$ cat src/design/bet_pkg.sv
// ----------------------------------------------------------------------------
// bet_pkg
// Shared types and constants for the breakpoint envelope table.
// ----------------------------------------------------------------------------
package bet_pkg;

  localparam int MAX_NODES_DEF = 64;
  localparam int TIME_BITS_DEF = 24;
  localparam int TIME_FIELD_W  = 24;
  localparam int LEVEL_W       = 10;
  localparam int OUT_W         = 36;
  localparam int TOTAL_W       = 7;
  localparam int LEVEL_MAX     = 1000;
  localparam int RESET_END_MS  = 60000;

  typedef enum logic [1:0] {
    ACT_CLEAR         = 2'd0,
    ACT_INSERT        = 2'd1,
    ACT_INSERT_INTERP = 2'd2,
    ACT_EVAL          = 2'd3
  } action_e;

  typedef enum logic [1:0] {
    ST_OK   = 2'd0,
    ST_FULL = 2'd1,
    ST_FEW  = 2'd2
  } status_e;

  typedef struct packed {
    action_e                   action;
    logic [TIME_FIELD_W-1:0]   time_ms;
    logic [LEVEL_W-1:0]        level_in;
  } cmd_t;

  typedef struct packed {
    logic signed [OUT_W-1:0]   level_out;
    status_e                   status;
    logic [TOTAL_W-1:0]        node_total;
  } result_t;

  typedef struct packed {
    logic rot;
    logic ins;
  } cell_ctl_t;

endpackage

$ cat src/design/bet_cell.sv
// ----------------------------------------------------------------------------
// bet_cell
// One breakpoint slot of the ring: shifts right on insert, rotates on scan.
// ----------------------------------------------------------------------------
module bet_cell #(
  parameter int TIME_BITS = bet_pkg::TIME_BITS_DEF,
  parameter int CW        = 7,
  parameter int IDX       = 0,
  parameter logic [TIME_BITS-1:0]        RST_TIME  = '0,
  parameter logic [bet_pkg::LEVEL_W-1:0] RST_LEVEL = '0
) (
  input  logic                          clk_i,
  input  logic                          rst_ni,
  input  bet_pkg::cell_ctl_t            ctl_i,
  input  logic [CW-1:0]                 count_i,
  input  logic [TIME_BITS-1:0]          t_cmp_i,
  input  logic [TIME_BITS-1:0]          new_time_i,
  input  logic [bet_pkg::LEVEL_W-1:0]   new_level_i,
  input  logic [TIME_BITS-1:0]          prev_time_i,
  input  logic [bet_pkg::LEVEL_W-1:0]   prev_level_i,
  input  logic                          prev_ge_i,
  input  logic [TIME_BITS-1:0]          next_time_i,
  input  logic [bet_pkg::LEVEL_W-1:0]   next_level_i,
  output logic [TIME_BITS-1:0]          time_o,
  output logic [bet_pkg::LEVEL_W-1:0]   level_o,
  output logic                          ge_o
);

  logic [TIME_BITS-1:0]        time_q;
  logic [bet_pkg::LEVEL_W-1:0] level_q;

  assign ge_o    = (CW'(IDX) >= count_i) || (time_q >= t_cmp_i);
  assign time_o  = time_q;
  assign level_o = level_q;

  always_ff @(posedge clk_i or negedge rst_ni) begin
    if (!rst_ni) begin
      time_q  <= RST_TIME;
      level_q <= RST_LEVEL;
    end else if (ctl_i.ins && ge_o) begin
      if (prev_ge_i) begin
        time_q  <= prev_time_i;
        level_q <= prev_level_i;
      end else begin
        time_q  <= new_time_i;
        level_q <= new_level_i;
      end
    end else if (ctl_i.rot) begin
      time_q  <= next_time_i;
      level_q <= next_level_i;
    end
  end

endmodule

$ cat config.mk
export PLATFORM = sky130hd
export DESIGN_NAME = bet_cell
export DESIGN_NICKNAME = d
export VERILOG_FILES = /design/src/design/bet_pkg.sv /design/src/design/bet_cell.sv
export SDC_FILE = /design/constraint.sdc
export NUM_CORES = 1
export LEC_CHECK = 0
export BUFFER_PORTS_ARGS = -buffer_cell sky130_fd_sc_hd__buf_2
export CAP_MARGIN = 0
export CELL_PAD_IN_SITES_DETAIL_PLACEMENT = 1
export CELL_PAD_IN_SITES_GLOBAL_PLACEMENT = 2
export CORE_MARGIN = 2
export CORE_UTILIZATION = 21
export CTS_CLUSTER_DIAMETER = 80
export DETAILED_ROUTE_END_ITERATION = 8
export PLACE_DENSITY_LB_ADDON = 0.25
export RECOVER_POWER = 100
export SYNTH_ARGS = -nofsm -noshare
export SYNTH_HDL_FRONTEND = slang
export SYNTH_SLANG_ARGS = --single-unit
export TNS_END_PERCENT = 1
$ cat constraint.sdc
create_clock -name clk_i -period 2.3 [get_ports clk_i]
set_clock_uncertainty 0.2 [all_clocks]
set_input_delay 0.46 -clock clk_i [delete_from_list [all_inputs] [get_ports clk_i]]
set_output_delay 0.46 -clock clk_i [all_outputs]
set_load 0.05 [all_outputs]
# Word level (Yosys, flattened, before mapping)
# Cells that the tools add are included.
dict set report word_totals {
  register_bits 34
  in_bits 138
}
dict set report classes {
  mux 6
  magnitude_cmp 2
  reduce_logical 3
}
# cell n
set ops {}
lappend ops {{24-bit two-way mux} 3}
lappend ops {{10-bit two-way mux} 3}
lappend ops {{24-bit >= comparator} 1}
lappend ops {{1-bit by 7-bit >= comparator with 1-bit output, first input constant} 1}
lappend ops {{2-bit nonzero test} 1}
lappend ops {{1-bit logical AND} 1}
lappend ops {{1-bit logical OR} 1}

# Depth between registers and ports, before layout
dict set report logic_depth {
  ltp_word 4
  depth_mapped 10
  depth_no_buf 8
}

# Least setup slack after synthesis
# Ideal clock, no wire load.
dict set report synth_path {
  kind {register to output}
  from {reg time_q[22], in the netlist time_o[22]}
  to {out ge_o}
  path_slack_ps -325
  stages_incl_launch_ff 7
  t_required_ps 1640
  arrival_time_ps 1965
  path_cell_list {dfrtp_1 > ha_1 > a21oi_1 > nand2_1 > a221oi_1 > o21ai_0 > or2_2}
}
dict set report synth_via {
  elab_chain_len 2
}
# item line_no
set synth_lines {}
lappend synth_lines {{start: declaration} bet_cell.sv:29} ;# logic [TIME_BITS-1:0] time_q;
lappend synth_lines {{start signal: assignment} bet_cell.sv:42} ;# time_q <= prev_time_i;
lappend synth_lines {{start signal: assignment} bet_cell.sv:45} ;# time_q <= new_time_i;
lappend synth_lines {{start signal: assignment} bet_cell.sv:49} ;# time_q <= next_time_i;
lappend synth_lines {{24-bit >= comparator} bet_cell.sv:32} ;# assign ge_o = (CW'(IDX) >= count_i) || (time_q >= t_cmp_i);
lappend synth_lines {{1-bit logical OR} bet_cell.sv:32}
lappend synth_lines {{end: declaration} bet_cell.sv:26} ;# output logic ge_o
# No other way between the ends.

# Worst setup path in the final report
# Same ends and word-level chain as after synthesis.

==> flow_metrics.py <==
metrics = {
    "status": {
        "status": "finished, violations left",
        "violations": "setup timing",
    },
    "sta": {
        "worst_slack_ns": -0.355,
        "rsz0062_at_grt": "true",
        "hold_violations": 0,
        "final-setup-viol-count": 35,
        "slew_headroom_pct": 55.9,
        "worst_pin_slew_ns": 0.665,
        "fin_crit_sh_pct": 115,
        "fin_crit_ns": 2.66,
        "finalMaxSlewViolations": 0,
        "fmax_ghz": 0.377,
    },
    "floorplanning": {
        "pin_count": 173,
        "rows": 40,
        "core_area_um2": 12100,
        "die_w_um": 115,
        "die_area_um2": 13300,
        "fp.dieH_um": 115,
        "start_util_pct": 21.5,
    },
    "synth": {
        "synthArstFlopShare_pct": 100,
        "synth_largest_area_cell": "mux2i_1",
        "yosysTopAreaCellShare_pct": 39.3,
        "synth_seq_cells": 34,
        "ys_seq_area_share_pct": 32.7,
        "ys_warn_count": 0,
        "synth_cells": 237,
        "synth_ff_type": "dfrtp_1",
        "syn_nets": 399,
        "synth_area_leaders": "mux2i_1 (39%), dfrtp_1 (33%), ha_1 (12%)",
        "synth_xor_area_share_pct": 0,
        "yosysMostFrequentCell": "mux2i_1",
        "yosys.area_share.adder_pct": 11.6,
        "synth-edff-count": 0,
        "synth_area_um2": 2600,
        "syn_avg_cell_area_um2": 11.0,
        "yosys.area_share.simple_pct": 4.43,
        "synth.distinct_cells": 25,
        "synthMuxAreaShare_pct": 39.3,
        "synth_compound_area_share_pct": 4.57,
        "ys_top_cells_by_count": "mux2i_1 (102), dfrtp_1 (34), ha_1 (24), inv_1 (24), nand2_1 (10)",
        "synth_top_family_by_area": "multiplexers",
    },
    "grt": {
        "antenna_found_initial": 0,
        "gr-total-overflow": 0,
        "grt_pass1_wl_um": 13500,
        "grt_pass1_vias": 2730,
        "grt.total_usage_pct": 13.1,
        "grt_max_degree": 35,
    },
    "clocking": {
        "clock_latency_ns": 0.28,
        "clk_pin_slew_ns": 0.06,
        "cts_buffers": 5,
        "cts_sinks": 34,
        "cts_buffer_depth": 2,
        "tritoncts": "built",
        "htreeDepth": 2,
        "cts_root_buf": "clkbuf_16",
    },
    "finish": {
        "utilization_pct": 35.1,
        "area_growth_pct": 63.1,
        "fillers": 1445,
        "finalNetCount": 600,
        "antennaDiodeCount": 0,
        "drive_gt1_share_pct": 50.3,
        "stdcell_count": 607,
    },
    "setup_path": {
        "start_kind": "flip-flop",
        "crit_fanout": 3,
        "required_ns": 1.64,
        "arrival_ns": 2.00,
        "cp-end-kind": "output pin",
        "critPathKind": "reg2out",
    },
    "drt": {
        "vias": 2515,
        "route.detailed.drc": 0,
        "ant_nets": 0,
        "initialDrtViolationCount": 36,
        "wl_um": 8710,
        "drt-vias-per-instance": 4.14,
        "firstDrtPassIters": 2,
        "wl_per_cell_um": 14.3,
    },
    "pwr": {
        "peakVddDrop_uv": 278,
        "leakage_nw": 2.32,
        "p_per_area_nw_per_um2": 855,
    },
    "worst_hold_path": {
        "holdCritPathClass": "in2reg",
    },
    "placed_design": {
        "dp_slack_ns": -0.516,
        "port_buffers": 172,
        "dp_hpwl_um": 6950,
        "place_inst": 594,
        "gp_congestion": 0.655,
    },
    "job": {
        "cap_violations": 0,
    },
}
-- registers in the layout, indices dropped and copies added (netlist names) --
signal and count:
level_o 10, time_o 24
-- cells by family after synthesis --
| kind of cell | count (synthesis) |
|---|---|
| flip-flops | 34 |
| multiplexers | 102 |
| buffers and inverters | 36 |
| adder cells (fa/ha/maj) | 24 |
| AND/OR/NAND/NOR | 21 |
| AO/OA/AOI/OAI | 20 |
-- path summary, 6_finish.rpt --
path / from / depth (start not counted) / endpoint / slack [ns]
hold reg to reg: level_o[6] / 2 / level_o[6] / 0.37
max in group asynchronous: rst_ni / 3 / time_o[13] / 0.54
min in group asynchronous: rst_ni / 2 / time_o[8] / 0.51
setup / recovery: time_o[22] / 7 / ge_o / -0.36
hold / removal: new_time_i[3] / 3 / time_o[3] / 0.26
setup reg to reg: time_o[5] / 11 / level_o[0] / -0.22
-- report_power, final --
part	internal [W]	total, W	switching [W]
clock network	0.000508	0.000785	0.000277
registers	0.000776	0.000895	0.000120
logic	0.000743	0.00195	0.00120
-- layout by cell type (no fill, tap or decap), types with 5 or more instances in the layout --
cell       Yosys  final
buf_2          1    136
mux2i_1      102    102
clkbuf_1       7     34
buf_4          0     26
inv_1         24     24
dfrtp_2        0     18
dfrtp_1       34     16
ha_1          24     14
ha_4           0     10
nand2_1       10      9
a21oi_1        9      7
clkbuf_16      0      5
-- routing by layer --
layer | track usage (%) | vias up | part of all wire (%)
met1 | 15.1 | 1177 | 39
met4 | 3.21 | 0 | 1.0
met2 | 25.1 | 80 | 55
met5 | 0 | - | 0
li1 | - | 1250 | -
met3 | 1.90 | 8 | 4.6
-- final cells by class --
| class | count | area, um2 | share of cell area (%) |
|---|---|---|---|
| Tap cell | 168 | 210 | 4.96 |
| Inverter | 24 | 90.1 | 2.13 |
| Clock buffer | 5 | 125 | 2.95 |
| Timing Repair Buffer | 206 | 1130 | 26.7 |
| Multi-Input combinational cell | 167 | 1770 | 41.7 |
| Clock inverter | 3 | 40.0 | 0.945 |
| Sequential cell | 34 | 873 | 20.6 |
-- worst max-delay path, cell delays in order (launching register included) --
cell      delay, ns
dfrtp_2        0.42
ha_4           0.24
a21oi_2        0.14
nand2_2        0.08
a221oi_4       0.32
o21ai_2        0.12
or2_4          0.24
buf_8          0.15
-- stage by stage --
stage          hold WS (ns)  total power (W)  cell area, um2  setup TNS (ns)
6_report              0.263          0.00363            4240           -6.53
5_1_grt               0.281          0.00386            4240          -11.36
4_1_cts               0.265          0.00371            4250           -3.56
3_5_place_dp          0.288          0.00282            3990          -11.39
3_3_place_gp          0.278          0.00278            3990           -9.51
2_1_floorplan       -0.0356          0.00218            2760         -0.0101
-- what timing repair did --
action                                 in CTS  in global routing
setup endpoints to repair                  35                 35
setup buffers                               3                  1
gates resized for setup                    14                  3
pin swaps                                  10                  5
hold buffers                                1                  0
endpoints found under the hold margin      19                  0
No activity file was read; power rests on OpenSTA's default activity.
