## config.mk

```make
export PLATFORM = sky130hd
export DESIGN_NAME = bet_div
export DESIGN_NICKNAME = d
export VERILOG_FILES = /design/src/design/bet_div.sv
export SDC_FILE = /design/constraint.sdc
export NUM_CORES = 1
export LEC_CHECK = 0
export ABC_AREA = 1
export BUFFER_PORTS_ARGS = -buffer_cell sky130_fd_sc_hd__buf_2
export CORE_MARGIN = 2
export CORE_UTILIZATION = 40
export DETAILED_ROUTE_END_ITERATION = 8
export GPL_ROUTABILITY_DRIVEN = 0
export PLACE_DENSITY = 0.63
export REMOVE_ABC_BUFFERS = 1
export SKIP_CTS_REPAIR_TIMING = 1
export SLEW_MARGIN = 20
export SYNTH_ARGS = -nofsm -noshare
export SYNTH_HDL_FRONTEND = slang
export SYNTH_SLANG_ARGS = --single-unit
```

## constraint.sdc

```tcl
create_clock -name clk_i -period 2.75 [get_ports clk_i]
set_input_delay 0.55 -clock clk_i [delete_from_list [all_inputs] [get_ports clk_i]]
set_output_delay 0.55 -clock clk_i [all_outputs]
set_load 0.05 [all_outputs]
```

## src/design/bet_div.sv

```systemverilog
// ----------------------------------------------------------------------------
// bet_div
// Restoring unsigned divider, one quotient bit per cycle.
// ----------------------------------------------------------------------------
module bet_div #(
  parameter int NW = 36,
  parameter int DW = 24
) (
  input  logic          clk_i,
  input  logic          rst_ni,
  input  logic          start_i,
  input  logic [NW-1:0] dividend_i,
  input  logic [DW-1:0] divisor_i,
  output logic [NW-1:0] quotient_o,
  output logic          done_o
);

  localparam int CNW = $clog2(NW + 1);

  logic [DW:0]     rem_q;
  logic [NW-1:0]   quo_q;
  logic [DW-1:0]   div_q;
  logic [CNW-1:0]  cnt_q;
  logic            run_q;
  logic            done_q;
  logic [DW:0]     rem_sh;
  logic            ge;
  logic [DW:0]     rem_nx;

  assign rem_sh = {rem_q[DW-1:0], quo_q[NW-1]};
  assign ge     = rem_sh >= {1'b0, div_q};
  assign rem_nx = ge ? rem_sh - {1'b0, div_q} : rem_sh;

  always_ff @(posedge clk_i or negedge rst_ni) begin
    if (!rst_ni) begin
      run_q  <= 1'b0;
      done_q <= 1'b0;
      cnt_q  <= '0;
    end else begin
      done_q <= 1'b0;
      if (start_i) begin
        run_q <= 1'b1;
        cnt_q <= CNW'(NW);
      end else if (run_q) begin
        cnt_q <= cnt_q - CNW'(1);
        if (cnt_q == CNW'(1)) begin
          run_q  <= 1'b0;
          done_q <= 1'b1;
        end
      end
    end
  end

  always_ff @(posedge clk_i) begin
    if (start_i) begin
      rem_q <= '0;
      quo_q <= dividend_i;
      div_q <= divisor_i;
    end else if (run_q) begin
      rem_q <= rem_nx;
      quo_q <= {quo_q[NW-2:0], ge};
    end
  end

  assign quotient_o = quo_q;
  assign done_o     = done_q;

endmodule

```

* After elaboration in Yosys (flattened, before gate mapping)
Cells that the tools add are included.
** Storage, ports and cells
- Register bits :: 92
- Bits of input ports :: 63
- Output and inout bits :: 37
- Word-level logic and storage cells :: 22
** Cells by class
- $add $sub $neg :: 2
- Order comparisons :: 1
- Eq/ne operators :: 1
- Multiplexer cells :: 11
- Reductions and logical operators :: 1
** Operators with widths (number)
- $mux 36 :: 2
- $ge 25x24->1 :: 1
- $mux 24 :: 1
- $sub 24x24->24 :: 1
- $mux 6 :: 2
- $eq 6x1->1 const B :: 1
- $mux 1 :: 6
- $sub 6x1->6 const B :: 1
- $reduce_bool 2->1 :: 1

* Longest topological paths before layout
Gate-level depths: netlist of the first run.
- Depth in word-level cells :: 4
- Gate-level depth with buffers :: 14
- Gate-level depth less buffers :: 14

* Least setup slack after synthesis of the first run
OpenSTA, ideal clock, no wires.
- Kind :: in2reg
- Start point :: in start_i
- End point :: reg quo_q[0], in the netlist quotient_o[0], enable pin
- Library setup time :: 0.415 ns
- Data arrival time :: 1.946 ns
- Required time :: 2.335 ns
- Path slack :: 0.389 ns
- Stages :: 3
- Path buffers :: 1
- Path through :: nor2_1 inv_1 buf_1
** On the way
- Word-level cells in the longest chain between the ends :: 1
** RTL lines
- start, declared :: RTL line 11 : input logic start_i,
- $reduce_bool 2->1 (no line)
- end signal, assigned :: RTL line 57 : quo_q <= dividend_i;
- end signal, assigned :: RTL line 61 : quo_q <= {quo_q[NW-2:0], ge};
- end, declared :: RTL line 21 : logic [NW-1:0] quo_q;
Every way passes these cells.
A chain may end at the register's enable or synchronous reset.

* Worst setup path in the final report of the first run
- Start point :: reg div_q[13]
- End point :: reg rem_q[21]
** On the way
- Word-level cells in the longest chain between the ends :: 2
- Elaborated cells between the ends (all ways) :: 3
- Those cells by class :: add/sub (1); order compare (1); mux (1)
** RTL lines
- start, declared :: RTL line 22 : logic [DW-1:0] div_q;
- start signal, assigned :: RTL line 58 : div_q <= divisor_i;
- $sub 24x24->24 / $ge 25x24->1 (equally long branches) :: RTL line 32, 31
- $mux 24 * :: RTL line 32 : assign rem_nx = ge ? rem_sh - {1'b0, div_q} : rem_sh;
- end signal, assigned :: RTL line 60 : rem_q <= rem_nx;
- end, declared :: RTL line 20 : logic [DW:0] rem_q;
Every way passes the cells marked *; elsewhere a longest branch is shown, timed or not.

==> flow_summary_export.csv, run 1 <==
group,metric,value,unit
cells_and_area,diodes,0,
cells_and_area,finalNetCount,965,
min_path,hp-class,"input port to asynchronous set/reset pin",
sta,drv_slew,0,
sta,holdWs,0.0180,ns
routing,route.antenna.remaining_nets,0,
global_routing,antenna_found_initial,0,
sta,fin_crit_sh,86.5,%
cells_and_area,final_cell_mix,"nand2_1 (308), inv_1 (127), buf_2 (99), edfxtp_1 (60), nand3_1 (50)",
sta,final-hold-violation-count,0,
critical_path,r2r_setup_slack,0.37,ns
cts,cts-buffers-inserted,9,
floorplan,start_util,40.9,%
synth,syn_area,5660,µm²
sta,setup_viol,0,
critical_path,critPathRequiredTime,3.00,ns
routing,drt-met1-wl,6.49,mm
floorplan,num_rows,43,
sta,finalSetupTns,0,ns
global_routing,grt.overflow.total,0,
synth,synth_top_area_share,31.8,%
cts,cts.path.max_buffers,2,
synth,ys_top_cells_by_area,"edfxtp_1 (32%), nand2_1 (20%), dfxtp_1 (8.5%), inv_1 (8.5%), ha_1 (5.7%)",
pwr,p_per_area,823,nW/µm²
floorplan,pin_count,100,
sta,rsz0062_at_grt,"false",
routing,drtIter0Drc,355,
global_routing,grt_max_degree,37,
cts,cts.sinks,92,
floorplan,dieArea,15100,µm²
synth,synth_warnings,0,
routing,firstDrtPassIters,4,
sta,worst_slack,0.372,ns
synth,synth_cell_types,34,
cells_and_area,final_cells,1060,
sta,slew_headroom,67.7,%
floorplan,die_h,123,µm
routing,top_layer,"met4",
routing,wl,14.1,mm
routing,viasPerCell,4.79,
cts,clockRootBuffer,"clkbuf_16",
placed_design,placedCellCount,1044,
placed_design,io_buffers,99,
routing,routedWlPerCell,13.3,µm
floorplan,core,13800,µm²
placed_design,place_ws,0.338,ns
synth,synth_top_cell_by_area,"edfxtp_1",
critical_path,startpoint_type,"flop",
status,outcome,"completed",
critical_path,crit_fanout,25,
sta,fmax,421,MHz
critical_path,r2r-start,"div_q[13]",
routing,met2_length,6.13,mm
routing,drc,0,
sta,min_period,2.38,ns
cells_and_area,final_common_cell,"nand2_1",
synth,ys.flop_type,"edfxtp_1",
synth,synth_edf_count,60,
synth,async_reset_ff_share,8.70,%
synth,synthCells,774,
sta,tightestPinTransition,0.480,ns
critical_path,r2r-end,"rem_q[21]",
synth,synth_seq_area_share,43.8,%
cells_and_area,post-route-util,48.4,%
global_routing,grt_util_all_layers,20.2,%
flow_run,max-cap-violations,0,
sta,skew,0.00938,ns
floorplan,die_x,123,µm
synth,avgSynthCellArea,7.31,µm²
cts,path_clk_slew,0.07,ns
cells_and_area,drive_above_1_share,17.7,%
routing,dr_wl_met3,1.07,mm
cts,htreeDepth,3,
critical_path,crit_path_end_kind,"flop",
global_routing,grt_pass1_vias,4953,
routing,via_count,5082,
critical_path,rr_worst_depth,11,
placed_design,dpl.hpwl,10.4,mm
cells_and_area,syn_to_final_growth,18.3,%
critical_path,cp.arrival,2.63,ns
cts,cts_tree,"built",
cts,insertion_delay,0.36,ns
pwr,p_leak,0.00356,µW
synth,synth_seq_cells,92,
pwr,ir_worst_vdd,369,µV
critical_path,worstSetupPathType,"flop to flop",
global_routing,grt_pass1_wl,23.6,mm
## per-layer routing
layer  GRT usage, %  vias to the layer above
met5              0                        -
met4           10.3                        0
met3           5.63                       26
met2           30.9                      149
met1           26.2                     2279
li1               -                     2628
## registers in the layout, indices dropped and copies added (netlist names)
signal and flops:
cnt_q 6, div_q 24, done_o 1, quotient_o 36, rem_q 24, run_q 1
## cells by family after synthesis
kind of cell	Yosys count	synth area share, %
adder cells (fa/ha/maj)	27	6.10
AO/OA/AOI/OAI	35	3.45
buffers and inverters	164	11.3
XOR/XNOR	11	1.70
flip-flops	92	43.8
AND/OR/NAND/NOR	445	33.6
## Yosys cell counts, types with 2 or more instances
library cell / number
inv_2: 13
o21ai_1: 11
buf_6: 2
nand4_1: 30
o21ai_0: 4
buf_2: 6
nor3_1: 4
dfxtp_1: 24
edfxtp_1: 60
o21bai_1: 2
clkbuf_1: 11
xor2_1: 2
inv_1: 128
nor2_1: 35
dfrtp_1: 8
nor2_2: 3
ha_1: 26
xnor2_1: 9
nand2_2: 2
nand3_2: 8
a21oi_1: 15
clkinv_1: 3
nand2_1: 308
nand3_1: 50
## through the flow
step | cell area [µm²] | power [µW]
final | 6700 | 5510
after global routing | 6700 | 5950
after CTS | 6700 | 5550
after detailed placement | 6380 | 4200
after global placement | 6380 | 4200
after floorplan | 5560 | 3630
## area by class of cell
cell class              instances  area, µm²
multi-input cells             518       2540
fillers                      1429       7130
inverters                     144        541
clock inverters                 7       91.3
clock buffers                   9        225
repair buffers                110        591
flip-flops and latches         92       2480
well taps                     180        225
## report_power, final
group | leakage [µW] | internal (µW) | total [µW] | switching, µW
Clock | 0.000152 | 728 | 1320 | 592
Combinational | 0.00249 | 799 | 2350 | 1550
Sequential | 0.000924 | 1710 | 1840 | 132
## worst max-delay path: stages, from the launching register on
cell,delay (ns)
edfxtp_1,0.34
inv_1,0.04
ha_1,0.36
nand2_1,0.13
nor2_1,0.23
nand2_1,0.11
nor2_1,0.15
nand2_2,0.23
nand3_4,0.39
nand3_2,0.13
nand3_1,0.09
nand2_1,0.05
## worst max path at each step
stage,endpoint,slack [ns],cells past startpoint,startpoint
after floorplan,rem_q[8],0.49,10,quotient_o[35]
after global placement,rem_q[12],0.39,11,div_q[13]
after detailed placement,rem_q[12],0.34,11,div_q[13]
after CTS,rem_q[12],0.32,11,div_q[13]
after global routing,rem_q[12],0.12,11,div_q[13]
final,rem_q[21],0.37,11,div_q[13]
Power figures use the tool's default switching activity.
==> run 2: changes to the inputs <==
Settings changed: CTS_CLUSTER_DIAMETER set to 150.
Clock period 2.75 ns to 2.5 ns, I/O delays scaled along.
==> run 2 against run 1 <==
Sequential share of layout area about the same. Hold slack improved by 0.29 ns. Critical path depth unchanged. Total power increased by 9.5%. Flip-flop and latch count unchanged. Die area unchanged. Cell area about the same. Count of clock-buffer cells in the layout unchanged. Sequential power increased by 9.8%. Clock skew decreased by 0.0013 ns. Critical path type unchanged. Highest routed layer unchanged.
==> flow_summary_export.csv, run 2 (same netlist as run 1, synthesis figures left out) <==
group,metric,value,unit
status,outcome,"completed",
min_path,hold_path_depth,1,
cts,htreeDepth,3,
cts,clockRootBuffer,"clkbuf_16",
floorplan,dieArea,15100,µm²
routing,firstDrtPassIters,5,
cts,cts_tree,"built",
global_routing,grt.overflow.total,0,
critical_path,crit_slowest_cell,"fa_1",
routing,drtIter0Drc,306,
routing,wl,14.0,mm
cts,cts.path.max_buffers,2,
placed_design,io_buffers,99,
critical_path,crit_fanout,3,
sta,min_period,2.25,ns
critical_path,cp.arrival,2.51,ns
cells_and_area,diodes,0,
placed_design,dpl_cell_area,6390,µm²
floorplan,die_h,123,µm
critical_path,r2r_setup_slack,0.25,ns
critical_path,rr_worst_depth,11,
sta,rsz0062_at_grt,"false",
sta,fin_crit_sh,90.1,%
sta,skew,0.00811,ns
cells_and_area,final_cell_mix,"nand2_1 (308), inv_1 (127), buf_2 (99), edfxtp_1 (60), nand3_1 (50)",
placed_design,dpl.hpwl,10.4,mm
global_routing,antenna_found_initial,0,
critical_path,crit_path_end_kind,"flop",
critical_path,r2r-end,"rem_q[16]",
flow_run,max-cap-violations,0,
floorplan,die_x,123,µm
global_routing,grt_pass1_wl,23.8,mm
critical_path,worstPathCellList,"inv_1 > ha_1 > fa_1 > inv_1 > a21oi_1 > o21bai_1 > nand2_1 > nand3_1 > nand3_2 > nand3_1 > nand2_1",
cells_and_area,largest_reg_flops,36,
critical_path,startpoint_type,"flop",
critical_path,path_buf_inv,2,
sta,fmax,444,MHz
global_routing,grt_pass1_vias,4992,
pwr,p_per_area,900,nW/µm²
routing,routedWlPerCell,13.2,µm
sta,tightestPinTransition,0.474,ns
cells_and_area,final_common_cell,"nand2_1",
routing,route.antenna.remaining_nets,0,
critical_path,r2r-start,"quotient_o[35]",
cts,cts.sinks,92,
global_routing,grt_util_all_layers,20.2,%
sta,finalSetupTns,0,ns
routing,drc,0,
floorplan,start_util,40.9,%
cells_and_area,drive_above_1_share,17.7,%
cts,insertion_delay,0.36,ns
pwr,ir_worst_vdd,358,µV
routing,viasPerCell,4.81,
sta,final-hold-violation-count,0,
floorplan,core,13800,µm²
min_path,min-delay-start,"divisor_i[10]",
floorplan,pin_count,100,
cells_and_area,syn_to_final_growth,18.4,%
critical_path,crit_path_max_incr_delay,0.41,ns
routing,via_count,5109,
cells_and_area,finalNetCount,967,
cells_and_area,stdcell_area,6700,µm²
critical_path,critPathRequiredTime,2.75,ns
cts,cts-buffers-inserted,9,
critical_path,crit_family,"adder cells",
sta,drv_slew,0,
min_path,hp-class,"input port to flop",
sta,slew_headroom,68.1,%
min_path,min_to,"div_q[10]",
global_routing,grt_max_degree,39,
critical_path,worstSetupPathType,"flop to flop",
sta,setup_viol,0,
cts,path_clk_slew,0.07,ns
pwr,p_leak,0.00357,µW
floorplan,num_rows,43,
## run 2: cell count changes in the layout (fill, tap and decap cells not counted), sizes merged
cell	before	now
buf	110	111
dlygate4sd3	0	1
## run 2: final cells by class
class | count | area [µm²]
timing repair buffer | 112 | 608
clock inverter | 7 | 78.8
fill | 1428 | 7130
sequential | 92 | 2480
tap | 180 | 225
clock buffer | 9 | 225
inverter | 144 | 541
multi-input combinational | 518 | 2540
## run 2: worst max path at each step
stage / startpoint / cells after the start / end
floorplan: quotient_o[35] / 10 / rem_q[8]
global placement: quotient_o[35] / 11 / rem_q[16]
detailed placement: quotient_o[35] / 11 / rem_q[16]
CTS: quotient_o[35] / 11 / rem_q[16]
global route: div_q[18] / 11 / rem_q[14]
finish: quotient_o[35] / 11 / rem_q[16]
## run 2: metrics by stage
stage	util (%)	hold WS (ns)	total power, µW	setup WS, ns	instances
2_1_floorplan	-	0.204	3990	0.244	754
3_3_place_gp	46.2	0.353	4610	0.275	1045
3_5_place_dp	46.2	0.354	4630	0.259	1045
4_1_cts	48.4	-0.0318	6070	0.248	1061
5_1_grt	48.5	0.305	6510	0.0608	1062
6_report	48.5	0.311	6030	0.248	1062
## run 2: routing by layer
metal  routed length (µm)  track usage, %  vias to the layer above  share of wire, %
li1                     -               -                     2637                 -
met1                 6480            26.9                     2304                46
met2                 6290            31.8                      148                45
met3                  969            4.52                       20               6.9
met4                  258            8.52                        0               1.8
met5                    0               0                        -                 0
## run 2: where the power goes
part	total, µW	leakage [µW]	internal (µW)	switching [µW]
clock network	1420	0.000146	789	634
logic	2590	0.00250	880	1710
registers	2020	0.000924	1880	144
total	6030	0.00357	3550	2490
==> run 3: changes to the inputs <==
Settings changed: ABC_AREA 1 to unset, PLACE_DENSITY 0.63 to 0.64.
==> run 3 against run 2 <==
The run now ends with setup timing left. Clock skew increased by 0.0030 ns. Routed wire length is 11% lower. Area after synthesis is 10% lower. Global-route usage decreased by 2.6 points. Register-to-register slack worse by 0.32 ns. Cell count decreased by 24%. Combinational power down 63%. Total power decreased by 29%. Synthesized cell count is 40% lower. Clock power increased by 6%. Die area shrank 10%. Via count shrank 19%. Critical path type unchanged. Critical endpoint is now rem_q[20]. Highest routed layer unchanged.
==> flow_summary_export.csv, run 3 <==
group,metric,value,unit
routing,routedWlPerCell,15.5,µm
routing,route.antenna.remaining_nets,0,
cells_and_area,fillers,1099,
synth,avgSynthCellArea,11.0,µm²
cts,clockRootBuffer,"clkbuf_16",
status,violations,"setup timing",
synth,synth_seq_cells,92,
sta,tightestPinTransition,0.519,ns
global_routing,antenna_found_initial,0,
sta,drv_slew,0,
sta,skew,0.0111,ns
cells_and_area,final_cell_mix,"buf_2 (98), buf_4 (61), edfxtp_1 (60), nor2_1 (44), mux2_2 (35)",
cells_and_area,post-route-util,55.6,%
flow_run,max-cap-violations,0,
cts,cts-buffers-inserted,9,
cells_and_area,final_cells,802,
floorplan,dieArea,13600,µm²
critical_path,crit_path_end_kind,"flop",
global_routing,grt_pass1_wl,18.7,mm
cells_and_area,diodes,0,
synth,synth.most_common_cell,"edfxtp_1",
cts,htreeDepth,3,
synth,synth_edf_count,60,
min_path,hp-class,"input port to flop",
sta,min_period,2.57,ns
floorplan,num_rows,41,
floorplan,die_h,117,µm
sta,worst_slack,-0.0725,ns
pwr,p_leak,0.00301,µW
status,outcome,"finished with violations",
synth,synth_top_cell_by_area,"edfxtp_1",
sta,fin_crit_sh,103,%
synth,syn_area,5070,µm²
synth,yosys.area_share.xor_xnor,3.97,%
synth,async_reset_ff_share,8.70,%
cts,cts.sinks,92,
cts,cts_tree,"built",
synth,ys.flop_type,"edfxtp_1",
global_routing,grt_pass1_vias,3992,
sta,holdWs,0.325,ns
cts,insertion_delay,0.35,ns
global_routing,grt_util_all_layers,17.6,%
routing,drc,0,
cells_and_area,finalNetCount,715,
critical_path,worstSetupPathType,"flop to flop",
cells_and_area,syn_to_final_growth,37.1,%
placed_design,placedCellCount,772,
pwr,ir_worst_vdd,558,µV
routing,firstDrtPassIters,4,
synth,synthCells,461,
routing,drtIter0Drc,196,
critical_path,startpoint_type,"flop",
routing,wl,12.4,mm
routing,via_count,4146,
cells_and_area,final_common_cell,"buf_2",
synth,synth_mux_area_share,11.3,%
global_routing,grt_max_degree,37,
critical_path,crit_fanout,4,
pwr,p_per_area,616,nW/µm²
floorplan,start_util,40.5,%
synth,synth-adder-area-share,6.81,%
critical_path,critPathRequiredTime,2.75,ns
routing,viasPerCell,5.17,
cells_and_area,largest_reg_flops,36,
floorplan,die_x,117,µm
synth,synth_top_area_share,35.5,%
placed_design,io_buffers,99,
synth,synth_warnings,0,
sta,final-hold-violation-count,0,
sta,setup_viol,12,
sta,rsz0062_at_grt,"true",
synth,synth_top_family_by_area,"compound AO/OA/AOI/OAI gates",
cts,cts.path.max_buffers,2,
floorplan,pin_count,100,
synth,synth_cell_types,55,
synth,ys_top_cells_by_area,"edfxtp_1 (36%), dfxtp_1 (9.5%), mux2_2 (7.8%), ha_1 (6.4%), dfrtp_1 (3.9%)",
cts,path_clk_slew,0.07,ns
synth,synth_common_cells,"edfxtp_1 (60), nor2_1 (44), inv_1 (35), mux2_2 (35), ha_1 (26)",
global_routing,grt.overflow.total,0,
synth,synth_seq_area_share,48.9,%
sta,fmax,389,MHz
floorplan,core,12500,µm²
synth,synth_compound_area_share,13.1,%
synth,synth_simple_gate_area_share,11.2,%
placed_design,dpl.hpwl,8.55,mm
sta,slew_headroom,64.9,%
sta,finalSetupTns,-0.336,ns
cells_and_area,drive_above_1_share,43.0,%
critical_path,cp.arrival,2.83,ns
run 3: layout make-up:
class	count	area, µm²	area share, %
timing repair buffer	173	1150	16.6
clock buffer	9	225	3.24
clock inverter	7	97.6	1.40
sequential	92	2480	35.7
inverter	35	131	1.89
multi-input combinational	314	2650	38.1
tap	172	215	3.09
run 3: cells by family after synthesis:
group           Yosys count
flops                    92
mux                      53
simple gates            113
fa+ha+maj                27
buf+inv                  56
xor+xnor                 23
compound gates           97
run 3: report_power, final:
group	internal [µW]	switching, µW	total, µW
combinational	391	563	954
sequential	1760	71.8	1830
clock	884	615	1500
run 3: critical path, stage by stage, from the launching register on:
cell and delay (ns):
edfxtp_1 0.35, inv_2 0.06, ha_4 0.27, nand3_4 0.06
or3_4 0.41, nor4_4 0.28, o21ai_1 0.10, a22oi_2 0.21
buf_4 0.17, a31o_4 0.14, buf_6 0.12, o21ai_1 0.06
a311oi_1 0.25
run 3: routing by layer:
metal / track usage [%] / routed length [µm]
met4: 4.00 / 97
met2: 29.5 / 6100
met1: 21.9 / 5410
met5: 0 / 0
met3: 6.33 / 779
run 3: through the flow:
stage	power, µW	setup slack (ns)	instance area (µm²)
5_1_grt	4460	-0.219	6960
4_1_cts	4230	-0.193	6510
3_3_place_gp	2700	-0.118	6190
2_1_floorplan	2410	-0.395	4970
3_5_place_dp	2710	-0.153	6190
6_report	4280	-0.0725	6960
run 3: path summary, 6_finish.rpt:
check,cells after the start,start,end,slack (ns)
worst max-delay path,12,div_q[13],rem_q[20],-0.07
min in group asynchronous,2,rst_ni,cnt_q[4],0.52
worst min-delay path,1,divisor_i[3],div_q[3],0.32
max in group asynchronous,2,rst_ni,cnt_q[0],1.80
worst min register to register,2,rem_q[22],rem_q[22],0.51
worst max register to register,12,div_q[13],rem_q[20],-0.07
